**src/rtl/core/pdsc_pkg.sv**
```systemverilog
package pdsc_pkg;

    localparam logic [7:0]  SYNC_A_BYTE   = 8'h02;
    localparam logic [7:0]  SYNC_B_BYTE   = 8'hFD;
    localparam logic [15:0] TIMEOUT_RESET = 16'd100;
    localparam logic [15:0] MAXPAY_RESET  = 16'd2048;

    localparam int CFG_INDEX_W = 2;

    // Configuration register indexes.
    localparam logic [CFG_INDEX_W-1:0] CFG_ENABLE  = 2'd0;
    localparam logic [CFG_INDEX_W-1:0] CFG_TIMEOUT = 2'd1;
    localparam logic [CFG_INDEX_W-1:0] CFG_MAXPAY  = 2'd2;

    // Input operation codes.
    localparam logic OP_BYTE = 1'b0;
    localparam logic OP_TICK = 1'b1;

    // Result kinds.
    localparam logic KIND_PAYLOAD = 1'b0;
    localparam logic KIND_REPORT  = 1'b1;

    // Frame end status codes.
    localparam logic [1:0] STATUS_OK       = 2'd0;
    localparam logic [1:0] STATUS_BAD_SUM  = 2'd1;
    localparam logic [1:0] STATUS_TOO_LONG = 2'd2;

    typedef enum logic [3:0] {
        ST_SYNC_A = 4'd0,
        ST_SYNC_B = 4'd1,
        ST_TYPE   = 4'd2,
        ST_CMD_LO = 4'd3,
        ST_CMD_HI = 4'd4,
        ST_ERR_LO = 4'd5,
        ST_ERR_HI = 4'd6,
        ST_LEN_LO = 4'd7,
        ST_LEN_HI = 4'd8,
        ST_BODY   = 4'd9,
        ST_SUM    = 4'd10
    } parse_state_t;

    typedef struct packed {
        logic        enable;
        logic        reopen;
        logic [15:0] timeout_ticks;
        logic [15:0] max_payload;
    } cfg_t;

    typedef struct packed {
        logic        kind;
        logic [7:0]  payload_byte;
        logic [15:0] byte_index;
        logic [7:0]  frame_type;
        logic [15:0] command;
        logic [15:0] error_field;
        logic [15:0] frame_length;
        logic [1:0]  status;
    } result_t;

endpackage

```
**src/rtl/core/pdsc_cfg.sv**
```systemverilog
module pdsc_cfg (
    input  logic                              clk,
    input  logic                              rst_n,
    input  logic                              cfg_valid,
    output logic                              cfg_ready,
    input  logic [pdsc_pkg::CFG_INDEX_W-1:0]  cfg_index,
    input  logic [15:0]                       cfg_data,
    output pdsc_pkg::cfg_t                    cfg
);
    import pdsc_pkg::*;

    logic        enable_reg;
    logic [15:0] timeout_reg;
    logic [15:0] maxpay_reg;
    logic        enable_next;
    logic [15:0] timeout_next;
    logic [15:0] maxpay_next;
    logic        write;

    assign cfg_ready = 1'b1;
    assign write     = cfg_valid && cfg_ready;

    always_comb
    begin
        enable_next  = enable_reg;
        timeout_next = timeout_reg;
        maxpay_next  = maxpay_reg;
        if (write)
        begin
            case (cfg_index)
                CFG_ENABLE:  enable_next  = cfg_data[0];
                CFG_TIMEOUT: timeout_next = cfg_data;
                CFG_MAXPAY:  maxpay_next  = cfg_data;
                default:     enable_next  = enable_reg;
            endcase
        end
    end

    always_ff @(posedge clk or negedge rst_n)
    begin
        if (!rst_n)
        begin
            enable_reg  <= 1'b0;
            timeout_reg <= TIMEOUT_RESET;
            maxpay_reg  <= MAXPAY_RESET;
        end
        else
        begin
            enable_reg  <= enable_next;
            timeout_reg <= timeout_next;
            maxpay_reg  <= maxpay_next;
        end
    end

    // Opening a closed channel sends the parser back to hunting for a frame.
    assign cfg.reopen        = write && (cfg_index == CFG_ENABLE) && cfg_data[0] && !enable_reg;
    assign cfg.enable        = enable_reg;
    assign cfg.timeout_ticks = timeout_reg;
    assign cfg.max_payload   = maxpay_reg;

endmodule

```
**src/rtl/core/pdsc_parser.sv**
```systemverilog
module pdsc_parser (
    input  logic               clk,
    input  logic               rst_n,
    input  pdsc_pkg::cfg_t     cfg,
    input  logic               step,
    input  logic               op,
    input  logic [7:0]         rx_byte,
    output logic               res_valid,
    output pdsc_pkg::result_t  res
);
    import pdsc_pkg::*;

    parse_state_t state_reg, state_next, cur_state;
    logic [7:0]   sum_reg, sum_next;
    logic [15:0]  count_reg, count_next;
    logic [15:0]  length_reg, length_next;
    logic [7:0]   type_reg, type_next;
    logic [15:0]  command_reg, command_next;
    logic [15:0]  error_reg, error_next;
    logic [15:0]  idle_reg, idle_next;
    logic [15:0]  len_full;
    logic [15:0]  count_inc;
    logic [7:0]   sum_add;
    logic [7:0]   expected_sum;

    assign len_full     = {rx_byte, length_reg[7:0]};
    assign count_inc    = count_reg + 16'd1;
    assign sum_add      = sum_reg + rx_byte;
    assign expected_sum = 8'd0 - sum_reg;

    always_comb
    begin
        state_next   = state_reg;
        sum_next     = sum_reg;
        count_next   = count_reg;
        length_next  = length_reg;
        type_next    = type_reg;
        command_next = command_reg;
        error_next   = error_reg;
        idle_next    = idle_reg;
        cur_state    = state_reg;
        res_valid    = 1'b0;
        res          = '0;

        if (step)
        begin
            if (op == OP_TICK)
            begin
                if (idle_reg != 16'hFFFF)
                begin
                    idle_next = idle_reg + 16'd1;
                end
            end
            else if (cfg.enable)
            begin
                // A byte after a long pause restarts the hunt for a frame.
                if (idle_reg >= cfg.timeout_ticks)
                begin
                    cur_state = ST_SYNC_A;
                end
                idle_next = '0;

                case (cur_state)
                    ST_SYNC_B:
                    begin
                        if (rx_byte == SYNC_B_BYTE)
                        begin
                            sum_next   = sum_add;
                            state_next = ST_TYPE;
                        end
                        else
                        begin
                            state_next = ST_SYNC_A;
                        end
                    end
                    ST_TYPE:
                    begin
                        type_next  = rx_byte;
                        sum_next   = sum_add;
                        state_next = ST_CMD_LO;
                    end
                    ST_CMD_LO:
                    begin
                        command_next = {8'd0, rx_byte};
                        sum_next     = sum_add;
                        state_next   = ST_CMD_HI;
                    end
                    ST_CMD_HI:
                    begin
                        command_next = {rx_byte, command_reg[7:0]};
                        sum_next     = sum_add;
                        state_next   = ST_ERR_LO;
                    end
                    ST_ERR_LO:
                    begin
                        error_next = {8'd0, rx_byte};
                        sum_next   = sum_add;
                        state_next = ST_ERR_HI;
                    end
                    ST_ERR_HI:
                    begin
                        error_next = {rx_byte, error_reg[7:0]};
                        sum_next   = sum_add;
                        state_next = ST_LEN_LO;
                    end
                    ST_LEN_LO:
                    begin
                        length_next = {8'd0, rx_byte};
                        sum_next    = sum_add;
                        state_next  = ST_LEN_HI;
                    end
                    ST_LEN_HI:
                    begin
                        length_next = len_full;
                        sum_next    = sum_add;
                        if (len_full == 16'd0)
                        begin
                            state_next = ST_SUM;
                        end
                        else if (len_full <= cfg.max_payload)
                        begin
                            count_next = '0;
                            state_next = ST_BODY;
                        end
                        else
                        begin
                            // An oversized frame is reported at once; no checksum follows.
                            res_valid  = 1'b1;
                            res.kind   = KIND_REPORT;
                            res.status = STATUS_TOO_LONG;
                            state_next = ST_SYNC_A;
                        end
                    end
                    ST_BODY:
                    begin
                        res_valid        = 1'b1;
                        res.kind         = KIND_PAYLOAD;
                        res.payload_byte = rx_byte;
                        res.byte_index   = count_reg;
                        sum_next         = sum_add;
                        count_next       = count_inc;
                        if (count_inc == length_reg)
                        begin
                            state_next = ST_SUM;
                        end
                    end
                    ST_SUM:
                    begin
                        res_valid  = 1'b1;
                        res.kind   = KIND_REPORT;
                        res.status = (expected_sum == rx_byte) ? STATUS_OK : STATUS_BAD_SUM;
                        state_next = ST_SYNC_A;
                    end
                    default:
                    begin
                        if (rx_byte == SYNC_A_BYTE)
                        begin
                            sum_next   = rx_byte;
                            state_next = ST_SYNC_B;
                        end
                        else
                        begin
                            state_next = ST_SYNC_A;
                        end
                    end
                endcase
            end
        end

        res.frame_type   = type_next;
        res.command      = command_next;
        res.error_field  = error_next;
        res.frame_length = length_next;

        if (cfg.reopen)
        begin
            state_next = ST_SYNC_A;
            idle_next  = '0;
        end
    end

    always_ff @(posedge clk or negedge rst_n)
    begin
        if (!rst_n)
        begin
            state_reg   <= ST_SYNC_A;
            sum_reg     <= '0;
            count_reg   <= '0;
            length_reg  <= '0;
            type_reg    <= '0;
            command_reg <= '0;
            error_reg   <= '0;
            idle_reg    <= '0;
        end
        else
        begin
            state_reg   <= state_next;
            sum_reg     <= sum_next;
            count_reg   <= count_next;
            length_reg  <= length_next;
            type_reg    <= type_next;
            command_reg <= command_next;
            error_reg   <= error_next;
            idle_reg    <= idle_next;
        end
    end

endmodule

```
**src/rtl/core/packet_deframer_sum_check.sv**
```systemverilog
// Receive-side frame parser for a byte link.
// Input channel (in_valid / in_stall): each transaction is either a received
// byte (op low, rx_byte) or one time tick (op high). Output channel
// (out_valid / out_stall): a payload byte (kind low) with its index in the
// frame, or a frame end report (kind high) with the header fields and a
// status of ok, checksum mismatch or length above max_payload.
// Configuration (cfg_valid / cfg_ready, cfg_index, cfg_data) writes enable,
// timeout_ticks and max_payload; write it only while the block is idle.
// One transaction is taken every cycle unless in_stall is high. A transaction
// accepted into the input register is processed by the parser when the result
// register is free, and its result is captured in the result register. The
// rate is set by the combinational parser update between the input register
// and the result register. When the receiver stalls a valid result, that
// register holds and the input register keeps the next transaction; in_stall
// is high while both registers are full and out_stall is high.
// Reset closes the channel, restores the register defaults, empties both
// registers and sends the parser to hunting for the first start byte.
module packet_deframer_sum_check (
    input  logic                              clk,
    input  logic                              rst_n,
    input  logic                              in_valid,
    output logic                              in_stall,
    input  logic                              op,
    input  logic [7:0]                        rx_byte,
    output logic                              out_valid,
    input  logic                              out_stall,
    output logic                              kind,
    output logic [7:0]                        payload_byte,
    output logic [15:0]                       byte_index,
    output logic [7:0]                        frame_type,
    output logic [15:0]                       command,
    output logic [15:0]                       error_field,
    output logic [15:0]                       frame_length,
    output logic [1:0]                        status,
    input  logic                              cfg_valid,
    output logic                              cfg_ready,
    input  logic [pdsc_pkg::CFG_INDEX_W-1:0]  cfg_index,
    input  logic [15:0]                       cfg_data
);
    import pdsc_pkg::*;

    cfg_t    cfg;
    result_t res;
    result_t out_res_reg;
    logic    res_valid;
    logic    s1_valid_reg, s1_valid_next;
    logic    s1_op_reg;
    logic    [7:0] s1_byte_reg;
    logic    out_valid_reg, out_valid_next;
    logic    out_free;
    logic    step;
    logic    in_take;

    pdsc_cfg u_cfg (
        .clk       (clk),
        .rst_n     (rst_n),
        .cfg_valid (cfg_valid),
        .cfg_ready (cfg_ready),
        .cfg_index (cfg_index),
        .cfg_data  (cfg_data),
        .cfg       (cfg)
    );

    pdsc_parser u_parser (
        .clk       (clk),
        .rst_n     (rst_n),
        .cfg       (cfg),
        .step      (step),
        .op        (s1_op_reg),
        .rx_byte   (s1_byte_reg),
        .res_valid (res_valid),
        .res       (res)
    );

    assign out_free = !out_valid_reg || !out_stall;
    assign step     = s1_valid_reg && out_free;
    assign in_stall = s1_valid_reg && !out_free;
    assign in_take  = in_valid && !in_stall;

    always_comb
    begin
        s1_valid_next = s1_valid_reg;
        if (in_take)
        begin
            s1_valid_next = 1'b1;
        end
        else if (step)
        begin
            s1_valid_next = 1'b0;
        end
        out_valid_next = out_valid_reg;
        if (out_free)
        begin
            out_valid_next = step && res_valid;
        end
    end

    always_ff @(posedge clk or negedge rst_n)
    begin
        if (!rst_n)
        begin
            s1_valid_reg  <= 1'b0;
            out_valid_reg <= 1'b0;
        end
        else
        begin
            s1_valid_reg  <= s1_valid_next;
            out_valid_reg <= out_valid_next;
        end
    end

    always_ff @(posedge clk)
    begin
        if (in_take)
        begin
            s1_op_reg   <= op;
            s1_byte_reg <= rx_byte;
        end
        if (step && res_valid)
        begin
            out_res_reg <= res;
        end
    end

    assign out_valid    = out_valid_reg;
    assign kind         = out_res_reg.kind;
    assign payload_byte = out_res_reg.payload_byte;
    assign byte_index   = out_res_reg.byte_index;
    assign frame_type   = out_res_reg.frame_type;
    assign command      = out_res_reg.command;
    assign error_field  = out_res_reg.error_field;
    assign frame_length = out_res_reg.frame_length;
    assign status       = out_res_reg.status;

`ifndef SYNTHESIS
    a_report_clean: assert property (@(posedge clk) disable iff (!rst_n)
        out_valid && (kind == KIND_REPORT) |-> (payload_byte == 8'd0) && (byte_index == 16'd0)
            && (status != 2'd3))
        else $error("frame end report carries payload data or a bad status");

    a_payload_status: assert property (@(posedge clk) disable iff (!rst_n)
        out_valid && (kind == KIND_PAYLOAD) |-> (status == STATUS_OK))
        else $error("payload byte carries a non-zero status");

    a_stall_holds_item: assert property (@(posedge clk) disable iff (!rst_n)
        in_stall |-> s1_valid_reg && out_valid_reg)
        else $error("input stalled without a waiting transaction");

    a_stalled_result_kept: assert property (@(posedge clk) disable iff (!rst_n)
        out_valid && out_stall && s1_valid_reg |=> in_stall || !out_stall)
        else $error("input register advanced into a stalled result register");
`endif

endmodule
```
**config.mk**
```make
export PLATFORM = sky130hd
export DESIGN_NAME = packet_deframer_sum_check
export DESIGN_NICKNAME = d
export VERILOG_FILES = /design/src/rtl/core/pdsc_pkg.sv /design/src/rtl/core/pdsc_cfg.sv /design/src/rtl/core/pdsc_parser.sv /design/src/rtl/core/packet_deframer_sum_check.sv
export SDC_FILE = /design/constraint.sdc
export NUM_CORES = 1
export LEC_CHECK = 0
export BUFFER_PORTS_ARGS = -buffer_cell sky130_fd_sc_hd__buf_2
export CORE_ASPECT_RATIO = 0.9
export CORE_MARGIN = 3
export CORE_UTILIZATION = 40
export DETAILED_ROUTE_END_ITERATION = 8
export SLEW_MARGIN = 5
export SYNTH_ARGS = -nofsm -noshare
export SYNTH_HDL_FRONTEND = slang
export SYNTH_HIERARCHICAL = 1
export SYNTH_SLANG_ARGS = --single-unit
export TNS_END_PERCENT = 50
```
**constraint.sdc**
```tcl
create_clock -name clk -period 18.04 [get_ports clk]
set_input_delay 0.902 -clock clk [delete_from_list [all_inputs] [get_ports clk]]
set_output_delay 0.902 -clock clk [all_outputs]
set_load 0.005 [all_outputs]
```
# ---- Word-level counts from Yosys, hierarchy flattened
# Cells that the tools add are included.
dict set report totals {
  regBits 227
  latch_bits 0
  mem_bits_rw 0
  romBits 0
  inputBits 32
  word_cells 143
  n_memories 0
}
dict set report op_classes {
  n_addsub 4
  mul 0
  div 0
  n_lt_le_gt_ge 2
  eq_ne 23
  shifts 0
  muxes 54
  bitwise_logic 5
  reduce_logical 32
}
# op n
set op_table {}
lappend op_table {{16-bit 2-to-1 mux} 16}
lappend op_table {{16-bit case mux with 2 select lines} 4}
lappend op_table {{8-bit 2-to-1 mux} 6}
lappend op_table {{4-bit 2-to-1 mux} 11}
lappend op_table {{4-bit case mux with 10 select lines} 1}
lappend op_table {{16-bit by 1-bit adder with 16-bit output, second input constant} 2}
lappend op_table {{8-bit case mux with 3 select lines} 1}
lappend op_table {{16-bit == test} 1}
lappend op_table {{4-bit by 3-bit == test with 1-bit output, second input constant} 4}
lappend op_table {{16-bit greater-or-equal comparator} 1}
lappend op_table {{16-bit less-or-equal comparator} 1}
lappend op_table {{16-bit zero test} 1}
lappend op_table {{16-bit != test, second input constant} 1}
lappend op_table {{4-bit == test, second input constant} 3}
lappend op_table {{6-bit AND reduction} 2}
lappend op_table {{1-bit 2-to-1 mux} 9}
lappend op_table {{8-bit adder} 1}
lappend op_table {{4-bit by 2-bit == test with 1-bit output, second input constant} 2}
lappend op_table {{8-bit by 2-bit == test with 1-bit output, second input constant} 1}
lappend op_table {{8-bit == test} 1}
lappend op_table {{8-bit == test, second input constant} 1}
lappend op_table {{2-bit nonzero test} 4}
lappend op_table {{8-bit OR reduction} 1}
lappend op_table {{1-bit by 8-bit subtractor with 8-bit output, first input constant} 1}
lappend op_table {{21 further kinds} 44}

# ---- Depth between registers and ports, before layout
dict set report depth {
  depth_word 12
  depth_mapped 12
  depth_no_buf 11
}

# ---- Hierarchy
# The synthesis kept the hierarchy.
# module n_inst cells_each area_each_um2 seq_area_each_um2
set modules_own_cells {}
lappend modules_own_cells {pdsc_parser 1 745 6940.4 2502.4}
lappend modules_own_cells {packet_deframer_sum_check 1 103 2861.5 2812.7}
lappend modules_own_cells {pdsc_cfg 1 75 1375.1 830.8}

# ---- Worst setup path after synthesis
# Ideal clock, no wire load.
dict set report synth_path {
  kind {reg2reg}
  from {register u_cfg.timeout_reg[5]}
  to {register out_res_reg (netlist bit byte_index[0]) (enable)}
  setup_ns 0.552
  arrival_time_ns 6.341
  path_slack_ns 11.147
  stages_incl_launch_ff 13
  n_path_buf 1
  synth_period_minus_slack_ns 6.893
  path_cell_list {dfstp_2 inv_1 ha_1 a21o_1 a211oi_1 o31ai_1 a21o_1 buf_6 nor2_1 nand2_1 nor3_1 nand2_1 a21oi_1}
}
dict set report synth_via {
  elab_chain_cells 12
}
# element line
set synth_lines {}
lappend synth_lines {{from (decl)} pdsc_cfg.sv:13} ;# logic [15:0] timeout_reg;
lappend synth_lines {{from (signal assigned)} pdsc_cfg.sv:50} ;# timeout_reg <= timeout_next;
lappend synth_lines {{16-bit greater-or-equal comparator (*)} pdsc_parser.sv:57} ;# if (idle_reg >= cfg.timeout_ticks)
lappend synth_lines {{4-bit 2-to-1 mux (*)} pdsc_parser.sv:57}
lappend synth_lines {{4-bit 2-to-1 mux (*)} pdsc_parser.sv:54} ;# else if (cfg.enable)
lappend synth_lines {{4-bit 2-to-1 mux (*)} pdsc_parser.sv:47} ;# if (op == OP_TICK)
lappend synth_lines {{4-bit 2-to-1 mux (*)} pdsc_parser.sv:45} ;# if (step)
lappend synth_lines {{4-bit == test} pdsc_parser.sv:63} ;# case (cur_state)
lappend synth_lines {{2-bit OR reduction (no line)} --}
lappend synth_lines {{1-bit case mux with 2 select lines (*)} pdsc_parser.sv:63}
lappend synth_lines {{1-bit 2-to-1 mux (*)} pdsc_parser.sv:54}
lappend synth_lines {{1-bit 2-to-1 mux (*)} pdsc_parser.sv:47}
lappend synth_lines {{1-bit 2-to-1 mux (*)} pdsc_parser.sv:45}
lappend synth_lines {{net res_valid} packet_deframer_sum_check.sv:45} ;# logic res_valid;
lappend synth_lines {{1-bit logical AND (*)} packet_deframer_sum_check.sv:119} ;# if (step && res_valid)
lappend synth_lines {{to (signal assigned)} packet_deframer_sum_check.sv:121} ;# out_res_reg <= res;
lappend synth_lines {{to (decl)} packet_deframer_sum_check.sv:44} ;# result_t out_res_reg;
# Mark *: on every way through the listed nets, which the timed path passes. The rest lies on a longest branch. The select of a mux whose other input is x is not followed.
# A chain may end at the register's enable or synchronous reset.

# ---- Worst setup path after layout
dict set report layout_path {
  from {register u_cfg.timeout_reg[5]}
  to {register out_res_reg (netlist bit byte_index[1]) (enable)}
}
# The elaborated chain is that of the path after synthesis.

==> summary.md <==
| Metric | Value |
|---|---|
| Worst-case reg-to-reg path depth | `12` |
| Synthesized cell area | `0.0112 mm^2` |
| Sum of net half-perimeters after detailed placement | `18000 um` |
| Outcome | `finished, final reports clean` |
| Number of stages on the worst setup path | `12` |
| Aggregate routed wire length | `26600 um` |
| Number of different library cells in the post-synthesis netlist | `83` |
| Most common library cell in the layout ignoring fill and taps | `dfrtp_1` |
| Classification of the worst-slack hold path | `in2async` |
| Standard cell area after detailed placement | `0.0121 mm^2` |
| Share of power burned in the clock network | `41.9%` |
| Top library cells by usage in the layout, fill and taps aside | `dfrtp_1, buf_2, edfxtp_1` |
| Critical Path End Type | `flip-flop` |
| Number of DRC violations after detailed routing | `0` |
| Clk root buf | `clkbuf_16` |
| Flip-flop and latch count after synthesis | `227` |
| Routability Congestion | `0.845` |
| Die width | `182 um` |
| CTS H-Tree Depth | `1` |
| Combinational share of power | `10.7%` |
| Fmax achieved | `216 MHz` |
| Nets@finish | `1104` |
| EDFF count, synth | `92` |
| Initial core utilization | `41.0%` |
| Syn nets | `998` |
| Sequential fraction of design power | `47.4%` |
| Sequential fraction of the synthesis area | `55.0%` |
| Share of the cycle needed by the critical path after routing | `25.7%` |
| Area added between synthesis and finish | `15.3%` |
| Total global-route track usage | `17.9%` |
| Worst slew margin | `24.3%` |
| Reg2reg setup slack | `13400 ps` |
| Core Footprint | `0.0272 mm^2` |
| Post-synthesis area per instance | `12.1 um^2` |
| Per-cell via count in the routed design | `5.40` |
| Die area | `0.0300 mm^2` |
| Min cycle time layout | `4640 ps` |
| Number of DRC markers after the initial detailed-route iteration | `424` |
| Worst clock skew | `14.3 ps` |
| Sinks on Clock Net | `227` |
| Vias in the first global route | `7581` |
| Largest driver fanout on the critical path | `49` |
| Kind of start point of the critical path | `flip-flop` |
| Power density over cell area | `94.8 mW/mm^2` |
| Site Rows | `57` |
| Layout cells sized above 1 | `25.2%` |
| RR Endpoint | `byte_index[1]` |
| Later-pin clock latency in the skew report | `530 ps` |
| Critical Path AT | `4790 ps` |
| Placed instance count | `1355` |
| Static Leak | `5.77 nW` |
| Total via count after detailed routing | `7578` |
| Critical Path RT | `18190 ps` |
| Most used flip-flop cell after synthesis | `dfrtp_1` |
| Number of buffers inserted for hold repair after clock tree synthesis | `0` |
| Slew Viols, Final | `0` |
| Worst r2r src | `u_cfg/timeout_reg[5]` |
| Number of CTS-inserted buffers | `26` |
| Net switching power | `0.299 mW` |
| Chip height | `165 um` |
| Final design area excluding fillers | `0.0129 mm^2` |
| Unrepaired setup endpoints after global routing | `false` |
| Yosys warning count | `6` |
| Largest net degree at the start of global routing | `70` |
| Clock transition at the registers of the reported paths | `60 ps` |
| Cells along the critical path | `inv_1 > ha_1 > a21o_1 > a211oi_1 > o31ai_1 > a21o_1 > nor2_1 > nand2_1 > nor3_1 > nand2_1 > a21oi_4 > buf_4` |
| Final non-filler cell total | `1403` |
| Clock tree from TritonCTS | `yes` |
| Count of input and output buffers | `116` |
| Gate count of the mapped netlist | `923` |
| Final-layout setup total negative slack | `0 ps` |
| Switching Fraction | `24.5%` |
| Antenna violations before repair | `0` |
| Delay-heaviest family, CP | `compound AO/OA/AOI/OAI gates` |
| Hold violation total from the final report | `0` |
| IR Drop Worst-Case VDD | `0.0816 mV` |
| Fraction of registers with async set/reset | `59.5%` |
| Resize count post-CTS | `0` |
| Reported max-cap violation count | `0` |
| Slowest cell delay on critical path | `850 ps` |
| Total global routing overflow | `0` |
| Boundary pin count | `118` |
| Max Root-Sink Buffers | `3` |
| Antenna viol nets, final | `0` |
| Power Internal | `0.923 mW` |
| Routed WL per cell | `19.0 um` |
| Transition at the pin with the smallest max-transition slack | `1130 ps` |
| DRT Pass-1 Iters | `5` |
| Count of buffers added by post-CTS timing repair for setup | `0` |
| Wire length of the first global-routing pass | `42700 um` |
| Number of inserted diodes | `0` |
| Buffers and inverters on the worst path | `2` |
| Number of endpoints failing setup at the final stage | `0` |
| Type of the worst setup path | `reg2reg` |
| CP max-delay cell | `a21oi_4` |
==> routing by layer <==
layer	wire (um)	GRT usage [%]	up-vias
met5	0	0	-
li1	-	-	3624
met3	1310	2.77	33
met2	12000	28.6	178
met1	12800	26.1	3743
met4	469	3.60	0
==> area by class of cell <==
cell class	count	area, um^2
Fill cell	2491	14400
Clock buffer	34	702
Inverter	51	191
Clock inverter	14	129
Multi-Input combinational cell	597	4620
Tap cell	354	443
Timing Repair Buffer	126	662
Sequential cell	227	6150
==> worst register-to-register path, delay by kind of cell (launching register included) <==
kind	cells	cell delay (ps)
compound gates	5	1800
simple gates	4	860
buf+inv	2	740
fa+ha+maj	1	300
flops	1	530
==> synth_stat cells (all sizes together), types with 10 or more instances <==
master / instances / area, um^2
inv: 51 / 191
xnor2: 19 / 166
mux2: 71 / 875
ha: 42 / 526
nor2b: 13 / 81.3
nand2: 55 / 209
xor2: 20 / 175
a31oi: 11 / 68.8
nand4: 10 / 68.8
nor2: 39 / 146
nor4: 11 / 96.3
o2bb2ai: 13 / 114
nand3: 31 / 188
and3: 33 / 206
o21ai: 39 / 195
clkbuf: 33 / 125
nor3: 23 / 125
mux2i: 10 / 100
dfrtp: 131 / 3280
a22o: 20 / 175
edfxtp: 92 / 2760
buf: 15 / 113
a21oi: 22 / 118
==> cell families (layout without fill, tap and decap cells) <==
logic type               Yosys count  in the layout  synth area share, %
AND/OR/NAND/NOR                  263            263                 13.6
flip-flops                       227            227                 55.0
AO/OA/AOI/OAI                    170            170                 10.9
buffers and inverters             99            225                 3.84
multiplexers                      81             81                 8.72
adder cells (fa/ha/maj)           43             43                 4.88
XOR/XNOR                          39             39                 3.06
other                              1              1               0.0336
==> worst max path at each step <==
stage / start / endpoint / slack (ps)
floorplan: u_cfg/timeout_reg[5] / byte_index[0] / 11150
global placement: out_stall / byte_index[0] / 13290
detailed placement: out_stall / byte_index[3] / 13140
CTS: u_cfg/timeout_reg[5] / byte_index[2] / 13220
global route: u_cfg/timeout_reg[5] / byte_index[1] / 12860
finish: u_cfg/timeout_reg[5] / byte_index[1] / 13400
==> power by group through the flow <==
stage          clock network, mW  logic (mW)  registers, mW
2_1_floorplan                  0      0.0981          0.580
5_1_grt                    0.548       0.149          0.583
4_1_cts                    0.526       0.132          0.580
3_3_place_gp                   0       0.129          0.588
6_report                   0.511       0.131          0.579
3_5_place_dp                   0       0.131          0.589
==> stage by stage <==
stage	hold WS [ps]	util, %	setup WS (ps)	power [mW]
floorplan	451	-	11150	0.678
global placement	468	44.3	13290	0.717
detailed placement	477	44.3	13140	0.721
CTS	392	47.3	13220	1.24
global route	431	47.3	12860	1.28
finish	379	47.3	13400	1.22
(Power assumes the default switching activity.)
